**config.mk**
```make
export PLATFORM = sky130hd
export DESIGN_NAME = psp_back
export DESIGN_NICKNAME = d
export VERILOG_FILES = /design/src/psp_pkg.sv /design/src/psp_back.sv
export SDC_FILE = /design/constraint.sdc
export NUM_CORES = 2
export LEC_CHECK = 0
export BUFFER_PORTS_ARGS = -buffer_cell sky130_fd_sc_hd__clkbuf_2
export CORE_MARGIN = 8
export CORE_UTILIZATION = 40
export DETAILED_ROUTE_END_ITERATION = 10
export PLACE_DENSITY_LB_ADDON = 0.15
export SKIP_CTS_REPAIR_TIMING = 1
export SYNTH_ARGS = -nofsm -noshare
export SYNTH_HDL_FRONTEND = slang
export SYNTH_SLANG_ARGS = --single-unit
```
**constraint.sdc**
```tcl
create_clock -name clk_i -period 8.2 [get_ports clk_i]
set_clock_uncertainty 0.15 [all_clocks]
set_input_delay 0.41 -clock clk_i [delete_from_list [all_inputs] [get_ports clk_i]]
set_output_delay 0.41 -clock clk_i [all_outputs]
set_load 0.01 [all_outputs]
```
**src/psp_pkg.sv**
```systemverilog
// Shared types and constants of the point-segment projection core.
// No dependencies.
package psp_pkg;

  localparam int unsigned CoordW = 16;  // Q12.4 coordinate
  localparam int unsigned DiffW  = 17;  // coordinate difference
  localparam int unsigned SqW    = 33;  // squared lengths, e in interior case
  localparam int unsigned QSteps = 33;  // quotient bits of e*e/f

  typedef enum logic [1:0] {
    REG_BEFORE   = 2'd0,
    REG_INTERIOR = 2'd1,
    REG_PAST     = 2'd2,
    REG_DEGEN    = 2'd3
  } psp_region_e;

  // side data that rides along the divider chain
  typedef struct packed {
    psp_region_e              region;
    logic [CoordW-1:0]        sx;
    logic [CoordW-1:0]        sy;
    logic signed [DiffW-1:0]  dx;
    logic signed [DiffW-1:0]  dy;
    logic [SqW-1:0]           sq_dist;  // |v|^2, or |point-end|^2 past the end
  } psp_geo_t;

endpackage

```
**src/psp_back.sv**
```systemverilog
// Back end: scales t by the segment direction and forms the result beat.
// Depends on psp_pkg.
module psp_back #(
  parameter int unsigned TBITS = 16
) (
  input  logic                      clk_i,
  input  logic                      rst_ni,
  input  logic                      en_i,
  input  logic                      vld_i,
  input  psp_pkg::psp_geo_t         geo_i,
  input  logic [TBITS-1:0]          t_i,
  input  logic [psp_pkg::SqW-1:0]   q_i,
  output logic                      vld_o,
  output logic [15:0]               cx_o,
  output logic [15:0]               cy_o,
  output logic [32:0]               dist_o,
  output logic [1:0]                region_o
);

  localparam int unsigned PW = TBITS + 16;

  logic [15:0]        mag_x, mag_y;
  logic               v1_q;
  psp_pkg::psp_geo_t  geo_q;
  logic [psp_pkg::SqW-1:0] q_q;
  logic [PW-1:0]      px_q, py_q;

  logic [PW:0]        rnd_x, rnd_y;
  logic signed [17:0] ox, oy;
  logic [15:0]        cx_d, cy_d;
  logic [32:0]        dist_d;

  always_comb begin
    mag_x = geo_i.dx[16] ? 16'(-geo_i.dx) : geo_i.dx[15:0];
    mag_y = geo_i.dy[16] ? 16'(-geo_i.dy) : geo_i.dy[15:0];
  end

  // floor(t*d / 2^T): truncate for d >= 0, round the magnitude up for d < 0
  always_comb begin
    rnd_x = {1'b0, px_q} + {{(PW - TBITS + 1){1'b0}}, {TBITS{1'b1}}};
    rnd_y = {1'b0, py_q} + {{(PW - TBITS + 1){1'b0}}, {TBITS{1'b1}}};
    ox = geo_q.dx[16] ? -$signed(18'(rnd_x[PW:TBITS])) : $signed(18'(px_q[PW-1:TBITS]));
    oy = geo_q.dy[16] ? -$signed(18'(rnd_y[PW:TBITS])) : $signed(18'(py_q[PW-1:TBITS]));
    cx_d   = geo_q.sx;
    cy_d   = geo_q.sy;
    dist_d = geo_q.sq_dist;
    case (geo_q.region)
      psp_pkg::REG_INTERIOR: begin
        cx_d   = geo_q.sx + ox[15:0];
        cy_d   = geo_q.sy + oy[15:0];
        dist_d = (geo_q.sq_dist >= q_q) ? geo_q.sq_dist - q_q : '0;
      end
      psp_pkg::REG_PAST: begin
        cx_d = geo_q.sx + geo_q.dx[15:0];
        cy_d = geo_q.sy + geo_q.dy[15:0];
      end
      default: begin
      end
    endcase
  end

  always_ff @(posedge clk_i or negedge rst_ni) begin
    if (!rst_ni) begin
      v1_q  <= 1'b0;
      vld_o <= 1'b0;
    end else if (en_i) begin
      v1_q  <= vld_i;
      vld_o <= v1_q;
    end
  end

  always_ff @(posedge clk_i) begin
    if (en_i) begin
      geo_q    <= geo_i;
      q_q      <= q_i;
      px_q     <= t_i * mag_x;
      py_q     <= t_i * mag_y;
      cx_o     <= cx_d;
      cy_o     <= cy_d;
      dist_o   <= dist_d;
      region_o <= geo_q.region;
    end
  end

endmodule

```
==> results.cfg <==
[worst_setup_path]
path_common_cell = fa_1
crit_path_end_kind = flop
slowest_delay_ns = 0.54
crit_slowest_cell = dlygate4sd3_1
start_kind = input pin
r2r-end = cx_o[14]$_DFFE_PP_
r2r.worst_path.cells = 19
r2r_slack_ns = 2.80
crit_type = input pin to flop
reg2reg_from = px_q[4]$_DFFE_PP_
arrival_ns = 7.93
path_max_fanout = 9
cp.required_ns = 8.31

[die]
die_h_um = 292
placement_rows = 101
core_um2 = 75700
start_util_pct = 40.3
num_io_pins = 222
die_area_um2 = 85400
fp.dieW_um = 292

[global_route]
grt_max_degree = 161
grt_pass1_vias = 23700
globalRouteMet3Util_pct = 2.89
gr-usage-met1_pct = 25.0
track_usage_pct = 18.8
grt_pass1_wl_mm = 129
overflow = 0
antenna_found_initial = 1
use_met2_pct = 31.4
busiest_layer = met2

[synth]
synth_fa_ha_area_share_pct = 37.0
synth_seq_area_share_pct = 26.2
synth_simple_gate_area_share_pct = 14.5
synth_top_family_by_area = adder cells
synth_compound_area_share_pct = 8.89
synth.distinct_cells = 78
ys_ff_latch = 267
yosys_warnings = 0
yosys.area.top_type = edfxtp_1
synthTopCellsByArea = edfxtp_1, fa_1, ha_1, inv_1, nand2_1
synth_top_area_share_pct = 26.1
synth_common_cells = inv_1, fa_1, nand2_1
synth_xor_area_share_pct = 4.88
synth_flop_cell = edfxtp_1
synthCells = 3037
async_flop_share_pct = 0.749
synth_edf_count = 265
yosys-mux-area-fraction_pct = 0.689
syn-num-nets = 3859
netlist_area_um2 = 30500
yosysMostFrequentCell = inv_1
syn_area_per_cell_um2 = 10.0

[timing]
relSlewSlack_pct = 21.4
slew_violations = 0
max_slew.worst_pin.slew_ns = 1.17
final_hold_viol_count = 0
rsz0062_at_grt = no
setup_viol = 0
fmax_mhz = 128
period_share_pct = 95.4
finalCriticalPeriod_ns = 7.82
fin_ws_ns = 0.376
fin_setup_tns_ns = 0

[clock_network]
cts_tree = done
clkTransAtPathRegs_ns = 0.06
clockBufferDepth = 3
cts.root.buffer_cell = clkbuf_16
clock_latency_ns = 0.54
h-tree-depth = 2
numCtsBuffers = 34
cts_sinks = 267

[drt]
wl_per_cell_um = 18.6
drc = 0
dr.first_iter.drc_count = 1209
vias = 22500
final_antenna_net_count = 0
drt-total-wl_mm = 81.2
dr.pass1.iters = 5
vias_per_cell = 5.16

[run_status]
outcome = finished, final reports clean

[worst_hold_path]
min_from = geo_i[40]
hp-class = input pin to flop
hold_path_depth = 1
hold_end = geo_q[40]$_DFFE_PP_

[placement]
hpwl_mm = 62.1
port_buffers = 221
dpl_worst_slack_ns = -0.193
place.gp.congestion = 0.854

[flow_run]
cap_violations = 0

[cells_and_area]
area_growth_pct = 15.8
drive_gt1_share_pct = 11.3
nNetsFinal = 4186
==> how the worst max path moves through the flow <==
stage,cells after the start,start,slack (ns),endpoint
floorplan,30,geo_i[50],0.34,px_q[30]$_DFFE_PP_
global placement,30,geo_i[33],0.05,py_q[31]$_DFFE_PP_
detailed placement,30,geo_i[33],-0.19,py_q[31]$_DFFE_PP_
CTS,30,geo_i[33],0.36,py_q[31]$_DFFE_PP_
global route,30,geo_i[33],0.02,py_q[31]$_DFFE_PP_
finish,28,geo_i[57],0.38,px_q[30]$_DFFE_PP_
==> state kept, by name (all words and copies together), names as in the netlist <==
signal	flops
region_o	2
cx_o	16
cy_o	16
v1_q	1
q_q	33
dist_o	33
px_q	32
geo_q	101
vld_o	1
py_q	32
==> stage by stage <==
step	hold WS, ns	instance area, um2	utilization (%)	std cells
detailed placement	0.0517	33000	43.6	4188
floorplan	-0.0356	30500	-	3037
CTS	-0.544	34100	45.1	4250
global route	0.00786	35300	46.7	4369
global placement	0.0456	33000	43.6	4188
finish	0.0156	35300	46.7	4369
==> metal layers <==
layer	routed length, um	vias to the layer above
li1	-	10600
met1	35800	11300
met2	38700	603
met3	4420	121
met4	2230	0
met5	0	-
==> cell families (layout without fill, tap and decap cells) <==
group / count (synthesis) / count (layout)
simple gates: 877 / 877
fa+ha+maj: 668 / 668
buf+inv: 631 / 984
compound gates: 405 / 405
flops: 267 / 267
xor+xnor: 170 / 170
mux: 19 / 19
other cells: 0 / 1
==> layout make-up <==
type                    instances  area, um2
multi-input cells            2139      20200
flip-flops and latches        267       8010
inverters                     519       1950
repair buffers                403       2850
fillers                      6998      40400
clock inverters                22        210
clock buffers                  40        925
diodes                          1       2.50
well taps                     978       1220
==> cell usage in the layout, fill, tap and decap left out, drive strengths merged, types with 18 or more instances in the layout <==
cell type      n
a21o          39
nor2          57
xnor2        104
nand3         33
and3          18
and2         224
ha           277
nor3          26
inv          520
nor4          18
nand2        378
xor2          66
buf           65
nor2b         46
edfxtp       265
o21ai        101
clkbuf       260
o21bai        22
a21oi         87
dlygate4sd3  118
fa           391
a22o          28
==> worst max-delay path, delay by kind of cell <==
| kind | cells | cell delay, ns |
|---|---|---|
| xor+xnor | 2 | 0.63 |
| buf+inv | 6 | 1.03 |
| fa+ha+maj | 7 | 3.20 |
| compound gates | 9 | 1.76 |
| simple gates | 4 | 0.93 |
Power is left out: the tool's default activity adds up to more than one toggle a clock period on the data nets, which glitch-free logic cannot reach.
