--- src/psp_pkg.sv ---
// Shared types and constants of the point-segment projection core.
// No dependencies.
package psp_pkg;

  localparam int unsigned CoordW = 16;  // Q12.4 coordinate
  localparam int unsigned DiffW  = 17;  // coordinate difference
  localparam int unsigned SqW    = 33;  // squared lengths, e in interior case
  localparam int unsigned QSteps = 33;  // quotient bits of e*e/f

  typedef enum logic [1:0] {
    REG_BEFORE   = 2'd0,
    REG_INTERIOR = 2'd1,
    REG_PAST     = 2'd2,
    REG_DEGEN    = 2'd3
  } psp_region_e;

  // side data that rides along the divider chain
  typedef struct packed {
    psp_region_e              region;
    logic [CoordW-1:0]        sx;
    logic [CoordW-1:0]        sy;
    logic signed [DiffW-1:0]  dx;
    logic signed [DiffW-1:0]  dy;
    logic [SqW-1:0]           sq_dist;  // |v|^2, or |point-end|^2 past the end
  } psp_geo_t;

endpackage

--- src/psp_cell.sv ---
// One divider cell: one restoring step of e*2^T/f and of e*e/f.
// Depends on psp_pkg.
module psp_cell #(
  parameter int unsigned TBITS = 16,
  parameter bit          DO_T  = 1'b1,
  parameter bit          DO_Q  = 1'b1
) (
  input  logic                      clk_i,
  input  logic                      rst_ni,
  input  logic                      en_i,
  input  logic                      vld_i,
  input  psp_pkg::psp_geo_t         geo_i,
  input  logic [psp_pkg::SqW-1:0]   f_i,
  input  logic [psp_pkg::SqW-1:0]   rt_i,
  input  logic [TBITS-1:0]          qt_i,
  input  logic [psp_pkg::SqW-1:0]   rq_i,
  input  logic [psp_pkg::SqW-1:0]   nq_i,
  input  logic [psp_pkg::SqW-1:0]   qq_i,
  output logic                      vld_o,
  output psp_pkg::psp_geo_t         geo_o,
  output logic [psp_pkg::SqW-1:0]   f_o,
  output logic [psp_pkg::SqW-1:0]   rt_o,
  output logic [TBITS-1:0]          qt_o,
  output logic [psp_pkg::SqW-1:0]   rq_o,
  output logic [psp_pkg::SqW-1:0]   nq_o,
  output logic [psp_pkg::SqW-1:0]   qq_o
);

  localparam int unsigned W = psp_pkg::SqW;

  logic [W:0]   t_try, q_try, t_sub, q_sub;
  logic         t_ge, q_ge;
  logic [W-1:0] rt_d, rq_d, nq_d, qq_d;
  logic [TBITS-1:0] qt_d;

  always_comb begin
    t_try = {rt_i, 1'b0};
    q_try = {rq_i, nq_i[W-1]};
    t_sub = t_try - {1'b0, f_i};
    q_sub = q_try - {1'b0, f_i};
    t_ge  = (t_try >= {1'b0, f_i});
    q_ge  = (q_try >= {1'b0, f_i});
    rt_d  = rt_i;
    qt_d  = qt_i;
    rq_d  = rq_i;
    nq_d  = nq_i;
    qq_d  = qq_i;
    if (DO_T) begin
      rt_d = t_ge ? t_sub[W-1:0] : t_try[W-1:0];
      qt_d = {qt_i[TBITS-2:0], t_ge};
    end
    if (DO_Q) begin
      rq_d = q_ge ? q_sub[W-1:0] : q_try[W-1:0];
      nq_d = {nq_i[W-2:0], 1'b0};
      qq_d = {qq_i[W-2:0], q_ge};
    end
  end

  always_ff @(posedge clk_i or negedge rst_ni) begin
    if (!rst_ni) begin
      vld_o <= 1'b0;
    end else if (en_i) begin
      vld_o <= vld_i;
    end
  end

  always_ff @(posedge clk_i) begin
    if (en_i) begin
      geo_o <= geo_i;
      f_o   <= f_i;
      rt_o  <= rt_d;
      qt_o  <= qt_d;
      rq_o  <= rq_d;
      nq_o  <= nq_d;
      qq_o  <= qq_d;
    end
  end

endmodule

--- config.mk ---
export PLATFORM = sky130hd
export DESIGN_NAME = psp_cell
export DESIGN_NICKNAME = d
export VERILOG_FILES = /design/src/psp_pkg.sv /design/src/psp_cell.sv
export SDC_FILE = /design/constraint.sdc
export NUM_CORES = 1
export LEC_CHECK = 0
export BUFFER_PORTS_ARGS = -buffer_cell sky130_fd_sc_hd__buf_2
export CELL_PAD_IN_SITES_DETAIL_PLACEMENT = 1
export CELL_PAD_IN_SITES_GLOBAL_PLACEMENT = 1
export CORE_AREA = 2 2 219 221
export CTS_CLUSTER_SIZE = 10
export DETAILED_ROUTE_END_ITERATION = 16
export DIE_AREA = 0 0 221 223
export PLACE_DENSITY_LB_ADDON = 0.1
export SYNTH_ARGS = -nofsm -noshare
export SYNTH_HDL_FRONTEND = slang
export SYNTH_SLANG_ARGS = --single-unit
export TNS_END_PERCENT = 10
--- constraint.sdc ---
create_clock -name clk_i -period 1.3 [get_ports clk_i]
set_input_delay 0.065 -clock clk_i [delete_from_list [all_inputs] [get_ports clk_i]]
set_output_delay 0.065 -clock clk_i [all_outputs]
set_load 0.1 [all_outputs]
==> flow_summary.toml, run 1 <==
[status]
outcome = "finished with violations"
violations = "negative setup slack"

[clock_network]
cts.sinks = 282
root_buffer = "clkbuf_16"
htreeDepth = 2
tritoncts = "yes"
worst_skew_pair.late_latency_ps = 530
clockBufferDepth = 3
cts_made_buffers = 36
clkTransAtPathRegs_ps = 60

[yosys]
synthArstFlopShare_pct = 0.355
yosysSeqAreaShare_pct = 65.1
yosysWarningCount = 0
synth-edff-count = 281
ys_seq_elements = 282
syn-mean-instance-area_sq_um = 14.4
synth_area_sq_um = 13000
syn-num-nets = 1258
synth_cell_type_count = 68
syn_inst = 904
synth_ff_type = "edfxtp_1"

[global_route]
track_usage_pct = 23.1
grt_first_pass_wirelength_um = 85700
antenna_found_initial = 14
first_global_vias = 13475
grt_overflow = 0
grt_max_degree = 35

[pwr]
peakVddDrop_v = 0.00131
p_leak_nw = 10.7
power.density_nw_per_um2 = 1420
power.total_mw = 34.5

[routing]
vias = 12292
drt_iter0_drc = 385
post_drt_wl_per_cell_um = 21.7
first_pass_iters = 4
totalWireLength_um = 58800
drc = 0
detail-route-antenna-nets = 0
viasPerCell = 4.54

[critical_path]
critPathMaxFanout = 5
reg2reg_depth = 1
startpoint_type = "primary input"
worstSetupPathType = "in2reg"
cp_slowest_cell = "fa_2"
cp_slowest_stage_delay_ps = 360
cpMostUsedCell = "o21ai_4"
critPathArrivalTime_ps = 2670
required_ps = 1590
cp-end-kind = "register"
crit_path_cell_trace = "buf_8 -> inv_12 -> ha_4 -> inv_2 -> fa_2 -> a21o_1 -> a31o_4 -> o21ai_4 -> a21oi_2 -> o21ai_2 -> o21ai_4 -> a31oi_4 -> o21ai_4 -> buf_6 -> clkbuf_16 -> mux2_4"

[placement]
place_hpwl_um = 41600
place_area_sq_um = 18700
gp_congestion = 0.811
port_buffers = 565
dp.cells = 2335
place_ws_ps = -1650

[final_layout]
nFillCells = 5001
area_growth_pct = 86.6
design_area_sq_um = 24300
instances_no_fill = 2706
finalNetCount = 2416
final_core_util_pct = 51.5
drive_above_1_share_pct = 50.3

[timing]
setup_ws_ps = -1070
finClkSkew_ps = 0
finalCritPeriodShare_pct = 183
finalSetupViolCount = 68
fmax_mhz = 421
min_period_ps = 2370
hold_viol_final = 0
hold_ws_ps = 52.7
maxSlewViolCount = 0
rsz0062_at_grt = "true"
tns_ps = -63000

[floorplan]
die_height_um = 223
fp-row-count = 80
die_w_um = 221
ios = 569
dieArea_sq_um = 49300
initial_core_util_pct = 27.6
core_area_sq_um = 47100

[hold_path]
hp-class = "in2reg"
hold-path-cell-count = 5

[run]
drv_cap = 0
[critical path: cells and delay by family]
family	cells	cell delay (ps)
buffers and inverters	5	490
multiplexers	1	290
AO/OA/AOI/OAI	8	1340
adder cells (fa/ha/maj)	2	470
[state kept, by name (all words and copies together) (netlist names)]
register and count:
rt_o 33, geo_o 101, qt_o 16, qq_o 33, nq_o 32, f_o 33
vld_o 1, rq_o 33
[cells by family (layout without fill, tap and decap cells)]
kind of cell | after synthesis | after routing | synth area share [%]
DFF | 282 | 282 | 65.1
AOI/OAI and AO/OA | 212 | 212 | 10.6
and+or+nand+nor | 175 | 175 | 6.46
adders and majority gates | 68 | 68 | 6.66
buffers and inverters | 66 | 1243 | 2.57
xor gates and xnor gates | 58 | 58 | 3.91
muxes | 42 | 42 | 4.66
other | 1 | 11 | 0.0288
[cell type report]
class	instances	area, sq um	share of cell area, %
sequential	282	8460	34.9
clock buffer	47	952	3.92
tap	615	769	3.17
clock inverter	10	62.6	0.258
inverter	52	213	0.876
antenna	10	25.0	0.103
timing repair buffer	1134	8990	37.0
multi-input combinational	556	4790	19.8
[repair_timing]
action / in CTS / in global routing
setup buffers: 14 / 9
resized for setup: 284 / 176
setup endpoints to repair: 346 / 124
gates cloned: 3 / 3
hold buffers: 278 / 2
pin swaps: 8 / 29
hold endpoints to repair: 315 / 2
[synthesized netlist by cell type (all sizes together), types with 4 or more instances]
cell type | n | area share, %
nand4 | 9 | 0.43
buf | 9 | 0.85
xor2 | 19 | 1.3
nand2 | 42 | 1.2
ha | 66 | 6.4
a211oi | 5 | 0.29
a31oi | 10 | 0.60
or3 | 4 | 0.19
and2 | 6 | 0.29
o21a | 4 | 0.23
nand2b | 9 | 0.43
and3 | 6 | 0.29
a21oi | 86 | 3.4
o21bai | 7 | 0.40
a21o | 27 | 1.6
inv | 52 | 1.5
nor2 | 59 | 1.8
o211ai | 6 | 0.38
clkbuf | 5 | 0.22
o21ai | 38 | 1.7
mux2 | 40 | 4.5
a31o | 4 | 0.27
nand3 | 12 | 0.46
a211o | 4 | 0.27
nor2b | 5 | 0.24
xnor2 | 39 | 2.6
edfxtp | 281 | 65
nor3 | 11 | 0.42
[metal layers]
| layer | vias up | track usage [%] | share of wire [%] |
|---|---|---|---|
| li1 | 5754 | - | - |
| met1 | 6065 | 25.7 | 38 |
| met2 | 366 | 42.3 | 53 |
| met3 | 105 | 5.61 | 5.2 |
| met4 | 2 | 9.01 | 3.7 |
| met5 | - | 0 | 0.019 |
[layout by cell type (no fill, tap or decap), drive strengths merged, types with 4 or more instances in the layout]
| cell type | netlist | routed |
|---|---|---|
| and2 | 6 | 6 |
| diode | 0 | 10 |
| a21oi | 86 | 86 |
| buf | 9 | 827 |
| mux2 | 40 | 40 |
| nand2b | 9 | 9 |
| nand2 | 42 | 42 |
| a31oi | 10 | 10 |
| clkinv | 0 | 8 |
| nor2b | 5 | 5 |
| nand3 | 12 | 12 |
| nor2 | 59 | 59 |
| and3 | 6 | 6 |
| ha | 66 | 66 |
| xor2 | 19 | 19 |
| a21o | 27 | 27 |
| a211oi | 5 | 5 |
| clkbuf | 5 | 73 |
| o21bai | 7 | 7 |
| or3 | 4 | 4 |
| a31o | 4 | 4 |
| edfxtp | 281 | 281 |
| o21ai | 38 | 38 |
| dlygate4sd3 | 0 | 280 |
| inv | 52 | 53 |
| nand4 | 9 | 9 |
| o211ai | 6 | 6 |
| a211o | 4 | 4 |
| o21a | 4 | 4 |
| xnor2 | 39 | 39 |
| nor3 | 11 | 11 |
[power breakdown]
| part | switching [mW] | total (mW) | internal, mW |
|---|---|---|---|
| sequential | 0.337 | 11.4 | 11.1 |
| combinational | 9.57 | 14.0 | 4.44 |
| clock | 3.96 | 9.09 | 5.13 |
| total | 13.9 | 34.5 | 20.7 |
[final timing paths]
path                          start  endpoint  slack, ps
max                        nq_i[32]  rq_o[31]      -1070
min reg2reg                   vld_o     vld_o        570
min in group asynchronous    rst_ni     vld_o        400
max in group asynchronous    rst_ni     vld_o        790
max reg2reg                   vld_o     vld_o        520
min                        rt_i[28]  rt_o[29]         50
No activity file was read; power rests on OpenSTA's default activity.
==> run 2: changes to the inputs <==
PLACE_DENSITY = 0.71   (was unset)
PLACE_DENSITY_LB_ADDON = unset   (was 0.1)
==> run 2 against run 1 <==
The run still ends with negative setup slack left; combinational power is essentially flat; via count grew 5.6%; sequential share of layout area is 0.16 points higher; highest routed layer unchanged; setup slack lost 100 ps; cell count fell by 0.41%; clock-buffer cell count fell by 2; clock power is 2.5% higher; die area unchanged; routed wire length increased by 13%; register-to-register slack is essentially flat; hold slack lost 20 ps; critical path type unchanged.
==> flow_summary.toml, run 2 (synthesized netlist as in run 1, its figures left out) <==
[floorplan]
core_area_sq_um = 47100
ios = 569
die_w_um = 221
dieArea_sq_um = 49300
die_height_um = 223
initial_core_util_pct = 27.6
fp-row-count = 80

[clock_network]
cts.sinks = 282
cts_made_buffers = 36
root_buffer = "clkbuf_16"
clkTransAtPathRegs_ps = 50
htreeDepth = 2
clockBufferDepth = 3
tritoncts = "yes"
worst_skew_pair.late_latency_ps = 530

[critical_path]
reg2reg_depth = 1
startpoint_type = "primary input"
regToRegSetupSlack_ps = 510
critPathMaxFanout = 7
critPathArrivalTime_ps = 2750
rr_endpoint = "vld_o"
worstSetupPathType = "in2reg"
required_ps = 1580
timing.rr.start = "vld_o"
startpoint = "nq_i[32]"
cp-end-kind = "register"

[hold_path]
hp-class = "in2reg"
holdCritStartpoint = "f_i[0]"
min_to = "rq_o[0]"
hold-path-cell-count = 3

[timing]
setup_ws_ps = -1180
min_period_ps = 2480
fmax_mhz = 404
hold_viol_final = 0
finClkSkew_ps = 0
maxSlewViolCount = 0
rsz0062_at_grt = "true"
finalCritPeriodShare_pct = 191
finalSetupViolCount = 73

[routing]
drt_iter0_drc = 728
drc = 0
totalWireLength_um = 66500
post_drt_wl_per_cell_um = 24.7
viasPerCell = 4.82
vias = 12981
detail-route-antenna-nets = 0
first_pass_iters = 5

[global_route]
antenna_found_initial = 21
grt_max_degree = 44
track_usage_pct = 25.9
grt_first_pass_wirelength_um = 96100
first_global_vias = 14503
grt_overflow = 0

[final_layout]
largest_reg_flops = 101
area_growth_pct = 85.8
drive_above_1_share_pct = 50.5
layout_commonest_cell = "buf_4"
top_register = "geo_o"
design_area_sq_um = 24200
nFillCells = 4968
instances_no_fill = 2695
finalNetCount = 2403
final_cell_mix = "buf_4 (505), edfxtp_1 (281), dlygate4sd3_1 (276)"

[placement]
port_buffers = 565
place_area_sq_um = 18600
place_hpwl_um = 43000
dp.cells = 2332
gp_congestion = 0.900

[run]
drv_cap = 0

[status]
violations = "negative setup slack"
outcome = "finished with violations"

[pwr]
power.density_nw_per_um2 = 1450
power.total_mw = 35.1
p_leak_nw = 10.6
peakVddDrop_v = 0.00102
==> run 2: changes by cell type in the layout (fill, tap and decap cells not counted), moves of 11 or more <==
cell | previous run | this run
nor2_4 | 18 | 4
buf_4 | 484 | 505
buf_2 | 277 | 266
nor2_2 | 5 | 17
clkbuf_4 | 23 | 0
==> run 2: worst max-delay path, stage by stage <==
cell     delay [ps]
buf_8           110
inv_12           40
ha_4            130
inv_2            40
fa_2            340
a21o_1          210
a31o_4          240
o21ai_4         160
a21oi_2         100
o21ai_2         250
o21ai_4         100
a31oi_4         210
o21ai_4         120
buf_6           160
buf_12          140
mux2_4          310
==> run 2: report_power, final <==
part           total [mW]  leakage, nW  switching, mW  internal [mW]
combinational        14.2         7.35           9.78           4.42
sequential           11.6         2.76          0.433           11.1
clock                9.32        0.501           4.05           5.27
==> run 2: worst max path at each step <==
stage	endpoint	slack, ps	depth (start not counted)
2_1_floorplan	rq_o[10]	-1250	14
3_3_place_gp	rq_o[29]	-1720	13
3_5_place_dp	rq_o[27]	-1750	14
4_1_cts	rq_o[7]	-1010	15
5_1_grt	rq_o[7]	-1220	16
6_report	rq_o[7]	-1180	16
==> run 2: what timing repair did <==
action                                 4_1_cts  5_1_grt
cloned                                       2        2
hold buffers                               276        0
pin swaps                                   29       10
resized for setup                          390       67
buffers inserted                            10        4
endpoints found under the hold margin      292        0
setup endpoints to repair                  339       96
==> run 2: per-layer routing <==
metal  vias up  global-route usage (%)  share of wire, %
met5         -                       0             0.095
met4         8                    13.6               5.1
met3       170                    4.93               4.6
met2       500                    48.2                53
met1      6561                    27.6                37
li1       5742                       -                 -
==> run 2: through the flow <==
| step | utilization (%) | setup TNS, ps | hold slack [ps] | setup WS (ps) |
|---|---|---|---|---|
| finish | 51.2 | -65090 | 32.8 | -1180 |
| global placement | 39.5 | -105020 | -158 | -1720 |
| floorplan | - | -81250 | -231 | -1250 |
| detailed placement | 39.5 | -107180 | -156 | -1750 |
| global route | 51.2 | -69870 | 10.8 | -1220 |
| CTS | 50.5 | -59530 | 0.875 | -1010 |
==> run 2: cell type report <==
cell class	count	area (sq um)	share of cell area [%]
repair buffers	1121	8890	36.8
clock buffers	45	935	3.87
flip-flops and latches	282	8460	35.0
inverters	52	228	0.943
clock inverters	10	91.3	0.378
multi-input cells	556	4740	19.6
well taps	615	769	3.18
diodes	14	35.0	0.145
